<file path="config.mk">
export PLATFORM = sky130hd
export DESIGN_NAME = rational_arithmetic_unit_flat
export DESIGN_NICKNAME = d
export VERILOG_FILES = /design/src/hdl/rau_pkg.sv /design/src/hdl/rau_in_if.sv /design/src/hdl/rau_out_if.sv /design/src/hdl/rau_front.sv /design/src/hdl/rau_fifo.sv /design/src/hdl/rau_div.sv /design/src/hdl/rau_back.sv /design/src/hdl/rational_arithmetic_unit.sv /design/src/flat_wrapper.sv
export SDC_FILE = /design/constraint.sdc
export NUM_CORES = 2
export LEC_CHECK = 0
export ABC_CLOCK_PERIOD_IN_PS = 16910
export CAP_MARGIN = 20
export CORE_ASPECT_RATIO = 0.75
export CORE_MARGIN = 1.5
export CORE_UTILIZATION = 45
export DETAILED_ROUTE_END_ITERATION = 8
export DONT_BUFFER_PORTS = 1
export GPL_TIMING_DRIVEN = 0
export PLACE_DENSITY_LB_ADDON = 0.12
export SYNTH_ARGS = -nofsm -noshare
export SYNTH_HDL_FRONTEND = slang
export SYNTH_HIERARCHICAL = 1
export SYNTH_SLANG_ARGS = --single-unit
</file>
<file path="constraint.sdc">
create_clock -name clk_i -period 16.91 [get_ports clk_i]
set_input_delay 1.691 -clock clk_i [delete_from_list [all_inputs] [get_ports clk_i]]
set_output_delay 1.691 -clock clk_i [all_outputs]
set_load 0.02 [all_outputs]
</file>
<file path="src/hdl/rau_pkg.sv">
// ----------------------------------------------------------------------------
// rau_pkg
// Shared types and codes of the rational arithmetic unit.
// ----------------------------------------------------------------------------
`default_nettype none

package rau_pkg;

  // Widest operand the unit is built for; fields are carried at this width
  localparam int unsigned MAX_W = 32;

  typedef enum logic [3:0] {
    ACT_NORM = 4'd0,
    ACT_ADD  = 4'd1,
    ACT_SUB  = 4'd2,
    ACT_MUL  = 4'd3,
    ACT_DIV  = 4'd4,
    ACT_GT   = 4'd5,
    ACT_LT   = 4'd6,
    ACT_EQ   = 4'd7,
    ACT_NE   = 4'd8,
    ACT_GE   = 4'd9,
    ACT_LE   = 4'd10
  } act_e;

  typedef enum logic [1:0] {
    ST_OK   = 2'd0,
    ST_ZDEN = 2'd1,
    ST_OVF  = 2'd2
  } stat_e;

  // One classified transaction as it waits in the queue
  typedef struct packed {
    act_e             act;
    logic             early;     // result known without arithmetic
    stat_e            early_st;
    logic             ln_neg;
    logic             ld_neg;
    logic             rn_neg;
    logic             rd_neg;
    logic [MAX_W-1:0] ln_mag;
    logic [MAX_W-1:0] ld_mag;
    logic [MAX_W-1:0] rn_mag;
    logic [MAX_W-1:0] rd_mag;
  } entry_t;

  // Queue status toward the back end
  typedef struct packed {
    logic valid;
    logic pop;
  } q_ctl_t;

endpackage

`default_nettype wire

</file>
<file path="src/hdl/rau_in_if.sv">
// ----------------------------------------------------------------------------
// rau_in_if
// Operand channel: action and two fractions.
// ----------------------------------------------------------------------------
`default_nettype none

interface rau_in_if;
  logic               valid;
  logic               ready;
  logic [3:0]         action;
  logic signed [31:0] left_num;
  logic signed [31:0] left_den;
  logic signed [31:0] right_num;
  logic signed [31:0] right_den;

  modport source (output valid, action, left_num, left_den, right_num, right_den,
                  input ready);
  modport sink (input valid, action, left_num, left_den, right_num, right_den,
                output ready);
endinterface

`default_nettype wire

</file>
<file path="src/hdl/rau_out_if.sv">
// ----------------------------------------------------------------------------
// rau_out_if
// Result channel: reduced fraction, compare outcome and status.
// ----------------------------------------------------------------------------
`default_nettype none

interface rau_out_if;
  logic               valid;
  logic               ready;
  logic signed [31:0] res_num;
  logic [30:0]        res_den;
  logic               cmp_true;
  logic [1:0]         status;

  modport source (output valid, res_num, res_den, cmp_true, status, input ready);
  modport sink (input valid, res_num, res_den, cmp_true, status, output ready);
endinterface

`default_nettype wire

</file>
<file path="src/hdl/rau_front.sv">
// ----------------------------------------------------------------------------
// rau_front
// Accepts operand transactions, splits sign and magnitude, flags early cases.
// ----------------------------------------------------------------------------
`default_nettype none

module rau_front #(
  parameter int unsigned DATA_WIDTH = 32
) (
  rau_in_if.sink          in_i,
  input  wire logic       full_i,
  output logic            push_o,
  output rau_pkg::entry_t entry_o
);

  logic [DATA_WIDTH-1:0] ln_v, ld_v, rn_v, rd_v;
  logic [DATA_WIDTH-1:0] ln_m, ld_m, rn_m, rd_m;

  // Take the low bits and form magnitudes
  assign ln_v = in_i.left_num[DATA_WIDTH-1:0];
  assign ld_v = in_i.left_den[DATA_WIDTH-1:0];
  assign rn_v = in_i.right_num[DATA_WIDTH-1:0];
  assign rd_v = in_i.right_den[DATA_WIDTH-1:0];
  assign ln_m = ln_v[DATA_WIDTH-1] ? (~ln_v + 1'b1) : ln_v;
  assign ld_m = ld_v[DATA_WIDTH-1] ? (~ld_v + 1'b1) : ld_v;
  assign rn_m = rn_v[DATA_WIDTH-1] ? (~rn_v + 1'b1) : rn_v;
  assign rd_m = rd_v[DATA_WIDTH-1] ? (~rd_v + 1'b1) : rd_v;

  // Classify the transaction
  always_comb begin
    entry_o          = '0;
    entry_o.act      = rau_pkg::act_e'(in_i.action);
    entry_o.ln_neg   = ln_v[DATA_WIDTH-1];
    entry_o.ld_neg   = ld_v[DATA_WIDTH-1];
    entry_o.rn_neg   = rn_v[DATA_WIDTH-1];
    entry_o.rd_neg   = rd_v[DATA_WIDTH-1];
    entry_o.ln_mag   = rau_pkg::MAX_W'(ln_m);
    entry_o.ld_mag   = rau_pkg::MAX_W'(ld_m);
    entry_o.rn_mag   = rau_pkg::MAX_W'(rn_m);
    entry_o.rd_mag   = rau_pkg::MAX_W'(rd_m);
    entry_o.early_st = rau_pkg::ST_OK;
    if (in_i.action > rau_pkg::ACT_LE) begin
      entry_o.early = 1'b1;
    end else if (ld_m == '0 ||
                 (in_i.action != rau_pkg::ACT_NORM && rd_m == '0)) begin
      entry_o.early    = 1'b1;
      entry_o.early_st = rau_pkg::ST_ZDEN;
    end
  end

  assign in_i.ready = ~full_i;
  assign push_o     = in_i.valid & ~full_i;

endmodule

`default_nettype wire

</file>
<file path="src/hdl/rau_fifo.sv">
// ----------------------------------------------------------------------------
// rau_fifo
// Two-entry queue between the front end and the back end.
// ----------------------------------------------------------------------------
`default_nettype none

module rau_fifo (
  input  wire logic             clk_i,
  input  wire logic             rst_ni,
  input  wire logic             push_i,
  input  wire rau_pkg::entry_t  entry_i,
  output logic                  full_o,
  output rau_pkg::q_ctl_t       ctl_o,
  input  wire logic             pop_i,
  output rau_pkg::entry_t       entry_o
);

  localparam int unsigned DEPTH = 2;
  localparam int unsigned PTR_W = $clog2(DEPTH);
  localparam int unsigned CNT_W = $clog2(DEPTH + 1);

  rau_pkg::entry_t  mem_q [DEPTH];
  logic [PTR_W-1:0] wp_q, wp_d, rp_q, rp_d;
  logic [CNT_W-1:0] cnt_q, cnt_d;
  logic             do_pop;

  assign full_o      = (cnt_q == CNT_W'(DEPTH));
  assign ctl_o.valid = (cnt_q != '0);
  assign ctl_o.pop   = do_pop;
  assign do_pop      = pop_i & (cnt_q != '0);
  assign entry_o     = mem_q[rp_q];

  // Advance pointers and fill count
  always_comb begin
    wp_d  = wp_q;
    rp_d  = rp_q;
    cnt_d = cnt_q;
    if (push_i) begin
      wp_d = (wp_q == PTR_W'(DEPTH - 1)) ? '0 : wp_q + 1'b1;
    end
    if (do_pop) begin
      rp_d = (rp_q == PTR_W'(DEPTH - 1)) ? '0 : rp_q + 1'b1;
    end
    if (push_i && !do_pop) begin
      cnt_d = cnt_q + 1'b1;
    end else if (!push_i && do_pop) begin
      cnt_d = cnt_q - 1'b1;
    end
  end

  always_ff @(posedge clk_i or negedge rst_ni) begin
    if (!rst_ni) begin
      wp_q  <= '0;
      rp_q  <= '0;
      cnt_q <= '0;
    end else begin
      wp_q  <= wp_d;
      rp_q  <= rp_d;
      cnt_q <= cnt_d;
    end
  end

  // Store entries
  always_ff @(posedge clk_i) begin
    if (push_i) begin
      mem_q[wp_q] <= entry_i;
    end
  end

endmodule

`default_nettype wire

</file>
<file path="src/hdl/rau_div.sv">
// ----------------------------------------------------------------------------
// rau_div
// Restoring divider, one quotient bit per cycle, quotient and remainder.
// ----------------------------------------------------------------------------
`default_nettype none

module rau_div #(
  parameter int unsigned W = 64
) (
  input  wire logic         clk_i,
  input  wire logic         rst_ni,
  input  wire logic         start_i,
  input  wire logic [W-1:0] num_i,
  input  wire logic [W-1:0] den_i,
  output logic              done_o,
  output logic [W-1:0]      quo_o,
  output logic [W-1:0]      rem_o
);

  localparam int unsigned CW = $clog2(W);

  logic [W-1:0]  quo_q, rem_q, den_q;
  logic [W-1:0]  quo_d, rem_d, den_d;
  logic [CW-1:0] cnt_q, cnt_d;
  logic          busy_q, busy_d, done_q, done_d;
  logic [W:0]    trial;
  logic          fits;

  assign trial = {rem_q, quo_q[W-1]};
  assign fits  = (trial >= {1'b0, den_q});

  // Shift in one dividend bit and subtract when the divisor fits
  always_comb begin
    quo_d  = quo_q;
    rem_d  = rem_q;
    den_d  = den_q;
    cnt_d  = cnt_q;
    busy_d = busy_q;
    done_d = 1'b0;
    if (start_i) begin
      quo_d  = num_i;
      rem_d  = '0;
      den_d  = den_i;
      cnt_d  = '0;
      busy_d = 1'b1;
    end else if (busy_q) begin
      rem_d = fits ? W'(trial - {1'b0, den_q}) : trial[W-1:0];
      quo_d = {quo_q[W-2:0], fits};
      cnt_d = cnt_q + 1'b1;
      if (cnt_q == CW'(W - 1)) begin
        busy_d = 1'b0;
        done_d = 1'b1;
      end
    end
  end

  always_ff @(posedge clk_i or negedge rst_ni) begin
    if (!rst_ni) begin
      busy_q <= 1'b0;
      done_q <= 1'b0;
      cnt_q  <= '0;
    end else begin
      busy_q <= busy_d;
      done_q <= done_d;
      cnt_q  <= cnt_d;
    end
  end

  always_ff @(posedge clk_i) begin
    quo_q <= quo_d;
    rem_q <= rem_d;
    den_q <= den_d;
  end

  assign done_o = done_q;
  assign quo_o  = quo_q;
  assign rem_o  = rem_q;

endmodule

`default_nettype wire

</file>
<file path="src/hdl/rau_back.sv">
// ----------------------------------------------------------------------------
// rau_back
// Sequencer that reduces operands, multiplies, sums, compares and reduces
// results with a Euclid loop on a shared divider.
// ----------------------------------------------------------------------------
`default_nettype none

module rau_back #(
  parameter int unsigned DATA_WIDTH = 32
) (
  input  wire logic            clk_i,
  input  wire logic            rst_ni,
  input  wire rau_pkg::q_ctl_t ctl_i,
  input  wire rau_pkg::entry_t entry_i,
  output logic                 pop_o,
  rau_out_if.source            out_o
);

  localparam int unsigned DW = DATA_WIDTH;
  localparam int unsigned PW = 2 * DATA_WIDTH;
  localparam logic [PW-1:0] LIMIT = PW'(1) << (DW - 1);

  typedef enum logic [15:0] {
    S_IDLE   = 16'h0001,
    S_AFTA   = 16'h0002,
    S_AFTB   = 16'h0004,
    S_ADDG   = 16'h0008,
    S_MULA   = 16'h0010,
    S_MULB   = 16'h0020,
    S_MULC   = 16'h0040,
    S_SUM    = 16'h0080,
    S_CMP    = 16'h0100,
    S_CHK    = 16'h0200,
    S_OUT    = 16'h0400,
    S_RSTART = 16'h0800,
    S_RGCD   = 16'h1000,
    S_RGWAIT = 16'h2000,
    S_RDIVN  = 16'h4000,
    S_RDIVD  = 16'h8000
  } state_e;

  state_e          st_q, st_d, ret_q, ret_d;
  rau_pkg::entry_t item_q, item_d;
  logic [DW-1:0]   an_q, an_d, ad_q, ad_d, bn_q, bn_d, bd_q, bd_d;
  logic [DW-1:0]   adp_q, adp_d, bdp_q, bdp_d;
  logic            a_neg_q, a_neg_d, b_neg_q, b_neg_d, r_neg_q, r_neg_d;
  logic [PW-1:0]   x_q, x_d, y_q, y_d, l_q, l_d;
  logic [PW-1:0]   u_q, u_d, v_q, v_d, ga_q, ga_d, gb_q, gb_d;
  logic [31:0]     pnum_q, pnum_d;
  logic [30:0]     pden_q, pden_d;
  logic            pcmp_q, pcmp_d;
  rau_pkg::stat_e  pst_q, pst_d;
  logic            ov_q, ov_d;
  logic [31:0]     onum_q, onum_d;
  logic [30:0]     oden_q, oden_d;
  logic            ocmp_q, ocmp_d;
  logic [1:0]      ost_q, ost_d;

  logic            div_start, div_done;
  logic [PW-1:0]   div_n, div_d, div_q, div_r;
  logic [DW-1:0]   mul_a, mul_b;
  logic [PW-1:0]   prod;
  logic            addsub, is_mul;
  logic            xs, ys, c_gt, c_lt, c_eq;
  logic            r_neg_eff, num_ok;
  logic signed [DW-1:0] snum;

  rau_div #(.W(PW)) u_div (
    .clk_i   (clk_i),
    .rst_ni  (rst_ni),
    .start_i (div_start),
    .num_i   (div_n),
    .den_i   (div_d),
    .done_o  (div_done),
    .quo_o   (div_q),
    .rem_o   (div_r)
  );

  assign addsub = (item_q.act == rau_pkg::ACT_ADD) || (item_q.act == rau_pkg::ACT_SUB);
  assign is_mul = (item_q.act == rau_pkg::ACT_MUL);

  // Select multiplier operands per step
  always_comb begin
    mul_a = '0;
    mul_b = '0;
    case (st_q)
      S_MULA: begin
        mul_a = an_q;
        mul_b = addsub ? bdp_q : (is_mul ? bn_q : bd_q);
      end
      S_MULB: begin
        case (item_q.act)
          rau_pkg::ACT_ADD, rau_pkg::ACT_SUB: begin
            mul_a = bn_q;
            mul_b = adp_q;
          end
          rau_pkg::ACT_MUL: begin
            mul_a = ad_q;
            mul_b = bd_q;
          end
          rau_pkg::ACT_DIV: begin
            mul_a = ad_q;
            mul_b = bn_q;
          end
          default: begin
            mul_a = bn_q;
            mul_b = ad_q;
          end
        endcase
      end
      S_MULC: begin
        mul_a = adp_q;
        mul_b = bd_q;
      end
      default: begin
        mul_a = '0;
        mul_b = '0;
      end
    endcase
  end

  assign prod = PW'(mul_a) * PW'(mul_b);

  // Exact compare of the cross products
  assign xs = a_neg_q & (x_q != '0);
  assign ys = b_neg_q & (y_q != '0);
  always_comb begin
    c_eq = 1'b0;
    c_gt = 1'b0;
    if (xs != ys) begin
      c_gt = ~xs;
    end else if (x_q == y_q) begin
      c_eq = 1'b1;
    end else if (xs) begin
      c_gt = (x_q < y_q);
    end else begin
      c_gt = (x_q > y_q);
    end
  end
  assign c_lt = ~c_gt & ~c_eq;

  // Range check of the reduced result
  assign r_neg_eff = r_neg_q & (u_q != '0);
  assign num_ok    = r_neg_eff ? (u_q <= LIMIT) : (u_q < LIMIT);
  assign snum      = r_neg_eff ? DW'(~u_q[DW-1:0] + 1'b1) : u_q[DW-1:0];

  // Sequence one transaction
  always_comb begin
    st_d      = st_q;
    ret_d     = ret_q;
    item_d    = item_q;
    an_d      = an_q;
    ad_d      = ad_q;
    bn_d      = bn_q;
    bd_d      = bd_q;
    adp_d     = adp_q;
    bdp_d     = bdp_q;
    a_neg_d   = a_neg_q;
    b_neg_d   = b_neg_q;
    r_neg_d   = r_neg_q;
    x_d       = x_q;
    y_d       = y_q;
    l_d       = l_q;
    u_d       = u_q;
    v_d       = v_q;
    ga_d      = ga_q;
    gb_d      = gb_q;
    pnum_d    = pnum_q;
    pden_d    = pden_q;
    pcmp_d    = pcmp_q;
    pst_d     = pst_q;
    ov_d      = ov_q & ~out_o.ready;
    onum_d    = onum_q;
    oden_d    = oden_q;
    ocmp_d    = ocmp_q;
    ost_d     = ost_q;
    pop_o     = 1'b0;
    div_start = 1'b0;
    div_n     = '0;
    div_d     = '0;
    case (st_q)
      S_IDLE: begin
        if (ctl_i.valid) begin
          pop_o  = 1'b1;
          item_d = entry_i;
          pnum_d = '0;
          pden_d = '0;
          pcmp_d = 1'b0;
          pst_d  = entry_i.early_st;
          if (entry_i.early) begin
            st_d = S_OUT;
          end else begin
            u_d   = PW'(entry_i.ln_mag[DW-1:0]);
            v_d   = PW'(entry_i.ld_mag[DW-1:0]);
            ret_d = S_AFTA;
            st_d  = S_RSTART;
          end
        end
      end
      S_AFTA: begin
        an_d    = u_q[DW-1:0];
        ad_d    = v_q[DW-1:0];
        a_neg_d = (item_q.ln_neg ^ item_q.ld_neg) & (u_q != '0);
        if (item_q.act == rau_pkg::ACT_NORM) begin
          r_neg_d = (item_q.ln_neg ^ item_q.ld_neg);
          st_d    = S_CHK;
        end else begin
          u_d   = PW'(item_q.rn_mag[DW-1:0]);
          v_d   = PW'(item_q.rd_mag[DW-1:0]);
          ret_d = S_AFTB;
          st_d  = S_RSTART;
        end
      end
      S_AFTB: begin
        bn_d    = u_q[DW-1:0];
        bd_d    = v_q[DW-1:0];
        b_neg_d = (item_q.rn_neg ^ item_q.rd_neg) & (u_q != '0);
        if (addsub) begin
          u_d   = PW'(ad_q);
          v_d   = v_q;
          ret_d = S_ADDG;
          st_d  = S_RSTART;
        end else if (item_q.act == rau_pkg::ACT_DIV && u_q == '0) begin
          pst_d = rau_pkg::ST_ZDEN;
          st_d  = S_OUT;
        end else begin
          st_d = S_MULA;
        end
      end
      S_ADDG: begin
        adp_d = u_q[DW-1:0];
        bdp_d = v_q[DW-1:0];
        st_d  = S_MULA;
      end
      S_MULA: begin
        x_d  = prod;
        st_d = S_MULB;
      end
      S_MULB: begin
        if (addsub) begin
          y_d  = prod;
          st_d = S_MULC;
        end else if (item_q.act >= rau_pkg::ACT_GT) begin
          y_d  = prod;
          st_d = S_CMP;
        end else begin
          l_d  = prod;
          st_d = S_SUM;
        end
      end
      S_MULC: begin
        l_d  = prod;
        st_d = S_SUM;
      end
      S_SUM: begin
        v_d   = l_q;
        ret_d = S_CHK;
        st_d  = S_RSTART;
        if (addsub) begin
          if (a_neg_q == (b_neg_q ^ (item_q.act == rau_pkg::ACT_SUB))) begin
            u_d     = x_q + y_q;
            r_neg_d = a_neg_q;
          end else if (x_q >= y_q) begin
            u_d     = x_q - y_q;
            r_neg_d = a_neg_q;
          end else begin
            u_d     = y_q - x_q;
            r_neg_d = ~a_neg_q;
          end
        end else begin
          u_d     = x_q;
          r_neg_d = a_neg_q ^ b_neg_q;
        end
      end
      S_CMP: begin
        case (item_q.act)
          rau_pkg::ACT_GT: pcmp_d = c_gt;
          rau_pkg::ACT_LT: pcmp_d = c_lt;
          rau_pkg::ACT_EQ: pcmp_d = c_eq;
          rau_pkg::ACT_NE: pcmp_d = ~c_eq;
          rau_pkg::ACT_GE: pcmp_d = ~c_lt;
          default:         pcmp_d = ~c_gt;
        endcase
        st_d = S_OUT;
      end
      S_CHK: begin
        if (num_ok && v_q < LIMIT) begin
          pnum_d = 32'(snum);
          pden_d = 31'(v_q[DW-2:0]);
        end else begin
          pst_d = rau_pkg::ST_OVF;
        end
        st_d = S_OUT;
      end
      S_OUT: begin
        if (!ov_q || out_o.ready) begin
          ov_d   = 1'b1;
          onum_d = pnum_q;
          oden_d = pden_q;
          ocmp_d = pcmp_q;
          ost_d  = pst_q;
          st_d   = S_IDLE;
        end
      end
      S_RSTART: begin
        if (u_q == '0) begin
          v_d  = PW'(1);
          st_d = ret_q;
        end else begin
          ga_d = u_q;
          gb_d = v_q;
          st_d = S_RGCD;
        end
      end
      S_RGCD: begin
        div_start = 1'b1;
        if (gb_q == '0) begin
          div_n = u_q;
          div_d = ga_q;
          st_d  = S_RDIVN;
        end else begin
          div_n = ga_q;
          div_d = gb_q;
          st_d  = S_RGWAIT;
        end
      end
      S_RGWAIT: begin
        if (div_done) begin
          ga_d = gb_q;
          gb_d = div_r;
          st_d = S_RGCD;
        end
      end
      S_RDIVN: begin
        if (div_done) begin
          u_d       = div_q;
          div_start = 1'b1;
          div_n     = v_q;
          div_d     = ga_q;
          st_d      = S_RDIVD;
        end
      end
      S_RDIVD: begin
        if (div_done) begin
          v_d  = div_q;
          st_d = ret_q;
        end
      end
      default: begin
        st_d = S_IDLE;
      end
    endcase
  end

  always_ff @(posedge clk_i or negedge rst_ni) begin
    if (!rst_ni) begin
      st_q  <= S_IDLE;
      ret_q <= S_IDLE;
      ov_q  <= 1'b0;
    end else begin
      st_q  <= st_d;
      ret_q <= ret_d;
      ov_q  <= ov_d;
    end
  end

  // Hold datapath and result payload
  always_ff @(posedge clk_i) begin
    item_q  <= item_d;
    an_q    <= an_d;
    ad_q    <= ad_d;
    bn_q    <= bn_d;
    bd_q    <= bd_d;
    adp_q   <= adp_d;
    bdp_q   <= bdp_d;
    a_neg_q <= a_neg_d;
    b_neg_q <= b_neg_d;
    r_neg_q <= r_neg_d;
    x_q     <= x_d;
    y_q     <= y_d;
    l_q     <= l_d;
    u_q     <= u_d;
    v_q     <= v_d;
    ga_q    <= ga_d;
    gb_q    <= gb_d;
    pnum_q  <= pnum_d;
    pden_q  <= pden_d;
    pcmp_q  <= pcmp_d;
    pst_q   <= pst_d;
    onum_q  <= onum_d;
    oden_q  <= oden_d;
    ocmp_q  <= ocmp_d;
    ost_q   <= ost_d;
  end

  assign out_o.valid    = ov_q;
  assign out_o.res_num  = onum_q;
  assign out_o.res_den  = oden_q;
  assign out_o.cmp_true = ocmp_q;
  assign out_o.status   = ost_q;

endmodule

`default_nettype wire

</file>
<file path="src/hdl/rational_arithmetic_unit.sv">
// ----------------------------------------------------------------------------
// rational_arithmetic_unit
// Exact fraction arithmetic and compare with results in lowest terms.
// ----------------------------------------------------------------------------
//  channel  | dir | payload                                          | handshake
//  in_i     | in  | action, left_num, left_den, right_num, right_den | valid/ready
//  out_o    | out | res_num, res_den, cmp_true, status               | valid/ready
//
//  Each reduction runs Euclid on one shared restoring divider of 2*DATA_WIDTH
//  bits: (k + 2) divisions, k the Euclid steps.
//  An item does up to four reductions.
//  A two-entry queue takes new transactions while the back end works or waits.
//  A finished result sits in the output register until it is taken.
//  Reset is asynchronous and active low; no clearing pass is needed.
// ----------------------------------------------------------------------------
`default_nettype none

module rational_arithmetic_unit #(
  parameter int unsigned DATA_WIDTH = 32
) (
  input  wire logic clk_i,
  input  wire logic rst_ni,
  rau_in_if.sink    in_i,
  rau_out_if.source out_o
);

  logic            push, full, pop;
  rau_pkg::entry_t f_entry, q_entry;
  rau_pkg::q_ctl_t q_ctl;

  rau_front #(.DATA_WIDTH(DATA_WIDTH)) u_front (
    .in_i    (in_i),
    .full_i  (full),
    .push_o  (push),
    .entry_o (f_entry)
  );

  rau_fifo u_fifo (
    .clk_i   (clk_i),
    .rst_ni  (rst_ni),
    .push_i  (push),
    .entry_i (f_entry),
    .full_o  (full),
    .ctl_o   (q_ctl),
    .pop_i   (pop),
    .entry_o (q_entry)
  );

  rau_back #(.DATA_WIDTH(DATA_WIDTH)) u_back (
    .clk_i   (clk_i),
    .rst_ni  (rst_ni),
    .ctl_i   (q_ctl),
    .entry_i (q_entry),
    .pop_o   (pop),
    .out_o   (out_o)
  );

endmodule

`default_nettype wire
</file>
<file path="src/flat_wrapper.sv">
// flat-port wrapper written by rule: the top's interface ports become plain ports
module rational_arithmetic_unit_flat 
#(
  parameter int unsigned DATA_WIDTH = 32
)
  (clk_i, rst_ni, in_i_valid, in_i_action, in_i_left_num, in_i_left_den, in_i_right_num, in_i_right_den, in_i_ready, out_o_valid, out_o_res_num, out_o_res_den, out_o_cmp_true, out_o_status, out_o_ready);
  rau_in_if in_i_i ();
  rau_out_if out_o_i ();
  input  wire logic clk_i;
  input  wire logic rst_ni;
  input wire logic [$bits(in_i_i.valid)-1:0] in_i_valid;
  input wire logic [$bits(in_i_i.action)-1:0] in_i_action;
  input wire logic [$bits(in_i_i.left_num)-1:0] in_i_left_num;
  input wire logic [$bits(in_i_i.left_den)-1:0] in_i_left_den;
  input wire logic [$bits(in_i_i.right_num)-1:0] in_i_right_num;
  input wire logic [$bits(in_i_i.right_den)-1:0] in_i_right_den;
  output wire logic [$bits(in_i_i.ready)-1:0] in_i_ready;
  output wire logic [$bits(out_o_i.valid)-1:0] out_o_valid;
  output wire logic [$bits(out_o_i.res_num)-1:0] out_o_res_num;
  output wire logic [$bits(out_o_i.res_den)-1:0] out_o_res_den;
  output wire logic [$bits(out_o_i.cmp_true)-1:0] out_o_cmp_true;
  output wire logic [$bits(out_o_i.status)-1:0] out_o_status;
  input wire logic [$bits(out_o_i.ready)-1:0] out_o_ready;
  assign in_i_i.valid = in_i_valid;
  assign in_i_i.action = in_i_action;
  assign in_i_i.left_num = in_i_left_num;
  assign in_i_i.left_den = in_i_left_den;
  assign in_i_i.right_num = in_i_right_num;
  assign in_i_i.right_den = in_i_right_den;
  assign in_i_ready = in_i_i.ready;
  assign out_o_valid = out_o_i.valid;
  assign out_o_res_num = out_o_i.res_num;
  assign out_o_res_den = out_o_i.res_den;
  assign out_o_cmp_true = out_o_i.cmp_true;
  assign out_o_status = out_o_i.status;
  assign out_o_i.ready = out_o_ready;
  rational_arithmetic_unit #(.DATA_WIDTH(DATA_WIDTH)) u_core (.clk_i(clk_i), .rst_ni(rst_ni), .in_i(in_i_i), .out_o(out_o_i));
endmodule
</file>
# Yosys cells after proc, flatten, opt, wreduce, memory -nomap -nowiden
# Memories as Yosys holds them, arrays and structs flattened.
# Cells that the tools add are included.
[classes]
addsub = 14
magnitude_cmp = 9
n_mux = 112
div = 0
n_shift = 0
bitwise_logic = 25
eq_ne = 47
n_reduce_logical = 49
n_mul = 1
[ops]
columns = ["cell", "count"]
rows = [
  ["$mux 64", 27],
  ["$pmux 64 s2", 5],
  ["$pmux 64 s5", 2],
  ["$mux 32", 10],
  ["$pmux 32 s3", 3],
  ["$pmux 16 s15", 1],
  ["$reduce_bool 64->1", 3],
  ["$sub 64x64->64", 3],
  ["$add 32x1->32 const B", 5],
  ["$mux 16", 10],
  ["$not 32->32", 5],
  ["$logic_not 64->1", 2],
  ["$lt 64x32->1 const B", 2],
  ["$ge 65x64->1", 1],
  ["$add 64x64->64", 1],
  ["$eq 64x64->1", 1],
  ["$ge 64x64->1", 1],
  ["$gt 64x64->1", 1],
  ["$le 64x32->1 const B", 1],
  ["$logic_not 32->1", 2],
  ["$lt 64x64->1", 1],
  ["$mul 32x32->64", 1],
  ["$pmux 16 s4", 1],
  ["$pmux 32 s2", 1],
  ["other kinds (61)", 167],
]
[word_totals]
latch_bits = 0
regBits = 1084
out_inout_bits = 68
ramBits = 278
mem_bits_ro = 0
n_memories = 1
inputBits = 136
[mem_list]
columns = ["memory", "depth", "word_bits", "read_ports", "rd_ports_with_merged_regs", "write_ports", "line", "rtl"]
rows = [
  ["u_core.u_fifo.mem_q", 2, 139, 1, 0, 1, "rau_fifo.sv:22", "rau_pkg::entry_t mem_q [DEPTH];"],
]

# Logic depth before layout (Yosys ltp)
[depth]
word_depth = 10
depth_mapped = 41
ltp_nobuf = 36

# By module
# The synthesis kept the hierarchy.
[modules_own_cells]
columns = ["module", "area_each_um2", "cells_per_inst", "n_inst"]
rows = [
  ["rau_back", 81640.8, 8287, 1],
  ["rau_div", 12027.8, 1260, 1],
  ["rau_fifo", 10647.7, 451, 1],
  ["rau_front", 3513.4, 511, 1],
]

# Least setup slack after synthesis
# No wires, ideal clock.
[synth_timing]
path_kind = "register to register"
startpoint = "register u_core.u_back.st_q[1]"
endpoint = "register u_core.u_back.ga_q[0] (enable)"
n_path_buf = 3
setup_slack_ps = 4327
stages_incl_launch_ff = 11
period_less_slack_ps = 12583
t_arrival_ps = 11779
t_required_ps = 16106
path_cell_list = "dfrtp_1 nor4_4 and3_1 nand2_1 or3_1 nor3b_1 clkbuf_1 buf_2 clkbuf_1 nor2_1 a211oi_1"
[synth_via]
elab_chain_len = 3
[synth_rtl]
columns = ["item", "line", "rtl"]
rows = [
  ["start: declaration", "rau_back.sv:42", "state_e st_q, st_d, ret_q, ret_d;"],
  ["start signal: assignment", "rau_back.sv:361", "st_q <= st_d;"],
  ["$eq 16x12->1 / $eq 16x14->1 (equally long branches)", "rau_back.sv:181", "case (st_q)"],
  ["$ne 2x2->1 (no source line), or another cell as far along", "n/a", ""],
  ["$reduce_and 3->1 (no source line) (*)", "n/a", ""],
  ["end signal: assignment", "rau_back.sv:384", "ga_q <= ga_d;"],
  ["end: declaration", "rau_back.sv:48", "logic [PW-1:0] u_q, u_d, v_q, v_d, ga_q, ga_d, gb_q, gb_d;"],
]
# Mark *: on every way between the ends. The rest lies on a longest branch, timed or not.
# A chain may end at the register's enable or synchronous reset.

# Worst setup path after layout
[layout_timing]
startpoint = "register u_core/u_back/item_q[138] in the netlist's numbering"
endpoint = "register u_core.u_back.l_q[61], data pin"
[layout_via]
elab_chain_len = 8
[layout_rtl]
columns = ["item", "line", "rtl"]
rows = [
  ["start: declaration", "rau_back.sv:43", "rau_pkg::entry_t item_q, item_d;"],
  ["start signal: assignment", "rau_back.sv:369", "item_q <= item_d;"],
  ["$eq 4x1->1, or another cell as far along", "rau_back.sv:79, rau_back.sv:92", ""],
  ["$reduce_or 2->1, or another cell as far along", "rau_back.sv:92", "case (item_q.act)"],
  ["$pmux 32 s3, or another cell as far along", "rau_back.sv:92", ""],
  ["$pmux 32 s3", "rau_back.sv:86", "case (st_q)"],
  ["$mul 32x32->64 (*)", "rau_back.sv:122", "assign prod = PW'(mul_a) * PW'(mul_b);"],
  ["$mux 64", "rau_back.sv:243", "end else if (item_q.act >= rau_pkg::ACT_GT) begin"],
  ["$mux 64", "rau_back.sv:240", "if (addsub) begin"],
  ["$pmux 64 s2 (*)", "rau_back.sv:181", ""],
  ["named net u_core.u_back.l_d[61]", "rau_back.sv:47", "logic [PW-1:0] x_q, x_d, y_q, y_d, l_q, l_d;"],
  ["end signal: assignment", "rau_back.sv:381", "l_q <= l_d;"],
  ["end: declaration", "rau_back.sv:47", ""],
]
# The timed path passes the listed nets; every way through them passes the cells marked *. The select of a mux whose other input is x is not followed.

==> flow_summary.json <==
{
  "outcome": "finished, final reports clean",
  "post_cts_resized": 0,
  "hold_slack_ns": 0.412,
  "max_stage_delay_ns": 0.97,
  "drv_cap": 0,
  "worstMarginPinSlew_ns": 1.50,
  "drc": 0,
  "grt_pass1_wl_mm": 705,
  "finalNonFillerCells": 14100,
  "grt_overflow": 0,
  "initial_core_util_pct": 45.3,
  "rr_worst_depth": 34,
  "slew_violations": 0,
  "yosys_warnings": 6,
  "p_leak_nw": 48.5,
  "cts_setup_buffers": 0,
  "numCtsBuffers": 140,
  "drive_above_1_share_pct": 9.56,
  "viasPerCell": 6.52,
  "die_area_sq_um": 243000,
  "cts_tree": "yes",
  "area_growth_pct": 9.78,
  "gp_congestion": 1.09,
  "hold_path_class": "reg -> reg",
  "drtIter0Drc": 15800,
  "dp.final_hpwl_mm": 437,
  "io_buffers": 0,
  "syn-mean-instance-area_sq_um": 10.3,
  "h-tree-depth": 4,
  "max_slew_margin_pct": 0.102,
  "dp_cells": 13800,
  "synth_area_sq_um": 108000,
  "setup_viol": 0,
  "rsz0062_at_grt": "false",
  "ioPinCount": 204,
  "clk_latency_ns": 0.81,
  "synthCells": 10500,
  "hold_path_depth": 0,
  "drt_wl_total_mm": 526,
  "powerDensity_nw_per_um2": 115,
  "clk_path_buf_depth": 4,
  "numClockSinks": 1351,
  "core_sq_um": 238000,
  "period_needed_ns": 15.55,
  "syn_nets": 12100,
  "fin_nets": 12300,
  "grt_usage_pct": 42.5,
  "postCtsHoldBufs": 0,
  "cp.arrival_ns": 15.97,
  "ant_nets": 0,
  "cp_common_cell": "fa_1",
  "start_kind": "flop",
  "path_max_fanout": 10,
  "grt_max_degree": 66,
  "root_buffer": "clkbuf_16",
  "timing.fmax_ghz": 0.0643,
  "vdd_drop_max_v": 0.000109,
  "dieHeight_microns": 427,
  "post_dp_cell_area_sq_um": 114000,
  "path_clk_slew_ns": 0.07,
  "die_x_microns": 568,
  "vias": 91700,
  "design_area_sq_um": 118000,
  "drt_first_pass_iters": 9,
  "crit_path_top_delay_cell": "xnor2_1",
  "period_share_pct": 92.0,
  "rows": 155,
  "crit_path_end_kind": "flop",
  "hold_viol": 0,
  "crit_type": "reg -> reg",
  "antenna_found_initial": 68,
  "first_global_vias": 84000,
  "wire_per_inst_microns": 37.4,
  "skew_ns": 0.0436,
  "crit_required_ns": 17.33
}
==> path summary, 6_finish.rpt <==
kind / end / slack [ns] / startpoint
max in group asynchronous: u_core/u_back/ret_q[0] / 16.08 / rst_ni
max reg2reg: u_core/u_back/l_q[61] / 1.36 / u_core/u_back/item_q[138]
max: u_core/u_back/l_q[61] / 1.36 / u_core/u_back/item_q[138]
min reg2reg: u_core/u_back/out_o.res_den[27] / 0.41 / u_core/u_back/pden_q[27]
min: u_core/u_back/out_o.res_den[27] / 0.41 / u_core/u_back/pden_q[27]
min in group asynchronous: u_core/u_back/out_o.valid / 0.59 / rst_ni
==> metal layers <==
layer | part of all wire [%] | routed length (microns) | global-route usage [%]
met1 | 44 | 230000 | 63.8
met2 | 34 | 181000 | 49.7
met3 | 19 | 98800 | 25.2
met4 | 2.8 | 14800 | 10.2
met5 | 0.14 | 727 | 0.941
==> placed cells by master, fill, tap and decap left out, types with 91 or more instances in the layout <==
cell type / instances
a211oi_1: 107
a21o_1: 99
a21oi_1: 585
a22o_1: 105
a22oi_1: 91
buf_2: 167
clkbuf_1: 389
clkbuf_16: 143
edfxtp_1: 1253
fa_1: 900
ha_1: 524
inv_1: 1274
mux2_2: 242
mux2_4: 100
mux2i_1: 144
nand2_1: 986
nand4_1: 125
nor2_1: 1056
nor4_1: 127
o21ai_0: 444
o21bai_1: 100
xnor2_1: 240
==> where the power goes <==
group          switching, mW  internal, mW
Sequential              1.44          4.91
Clock                   1.33          1.69
Combinational           2.71          1.50
==> flip-flops by register name (all words and copies together) (netlist names), 64 cells and up <==
register,flops
u_core/u_back/ga_q,64
u_core/u_fifo/mem_q,278
u_core/u_back/u_div/den_q,64
u_core/u_back/u_div/rem_o,64
u_core/u_back/y_q,64
u_core/u_back/v_q,64
u_core/u_back/x_q,64
u_core/u_back/l_q,64
u_core/u_back/gb_q,64
u_core/u_back/item_q,72
u_core/u_back/u_q,64
u_core/u_back/u_div/quo_o,64
==> per-stage QoR <==
step | worst slack (ns) | power (mW) | TNS (ns) | utilization, %
3_3_place_gp | -2.00 | 10.2 | -276.70 | 47.0
3_5_place_dp | 2.54 | 10.3 | 0 | 47.8
6_report | 1.36 | 13.6 | 0 | 49.7
4_1_cts | 2.45 | 13.3 | 0 | 49.6
5_1_grt | 1.70 | 13.9 | 0 | 49.7
2_1_floorplan | 4.33 | 8.06 | 0 | -
==> final cells by class <==
class	instances	area, sq um
flip-flops and latches	1351	39800
plain buffers	609	2810
fillers	21900	120000
inverters	1279	4800
clock inverters	60	533
diodes	50	125
multi-input cells	7268	60800
well taps	3140	3930
repair buffers	137	1930
clock buffers	175	3720
==> worst max-delay path, delay by kind of cell, from the launching register on <==
family	cells	cell delay (ns)
and+or+nand+nor	5	1.74
muxes	1	0.56
adders and majority gates	9	5.24
buffers and inverters	9	3.54
xor gates and xnor gates	1	0.97
DFF	1	0.36
AOI/OAI and AO/OA	9	2.72
No activity file was read; power rests on OpenSTA's default activity.
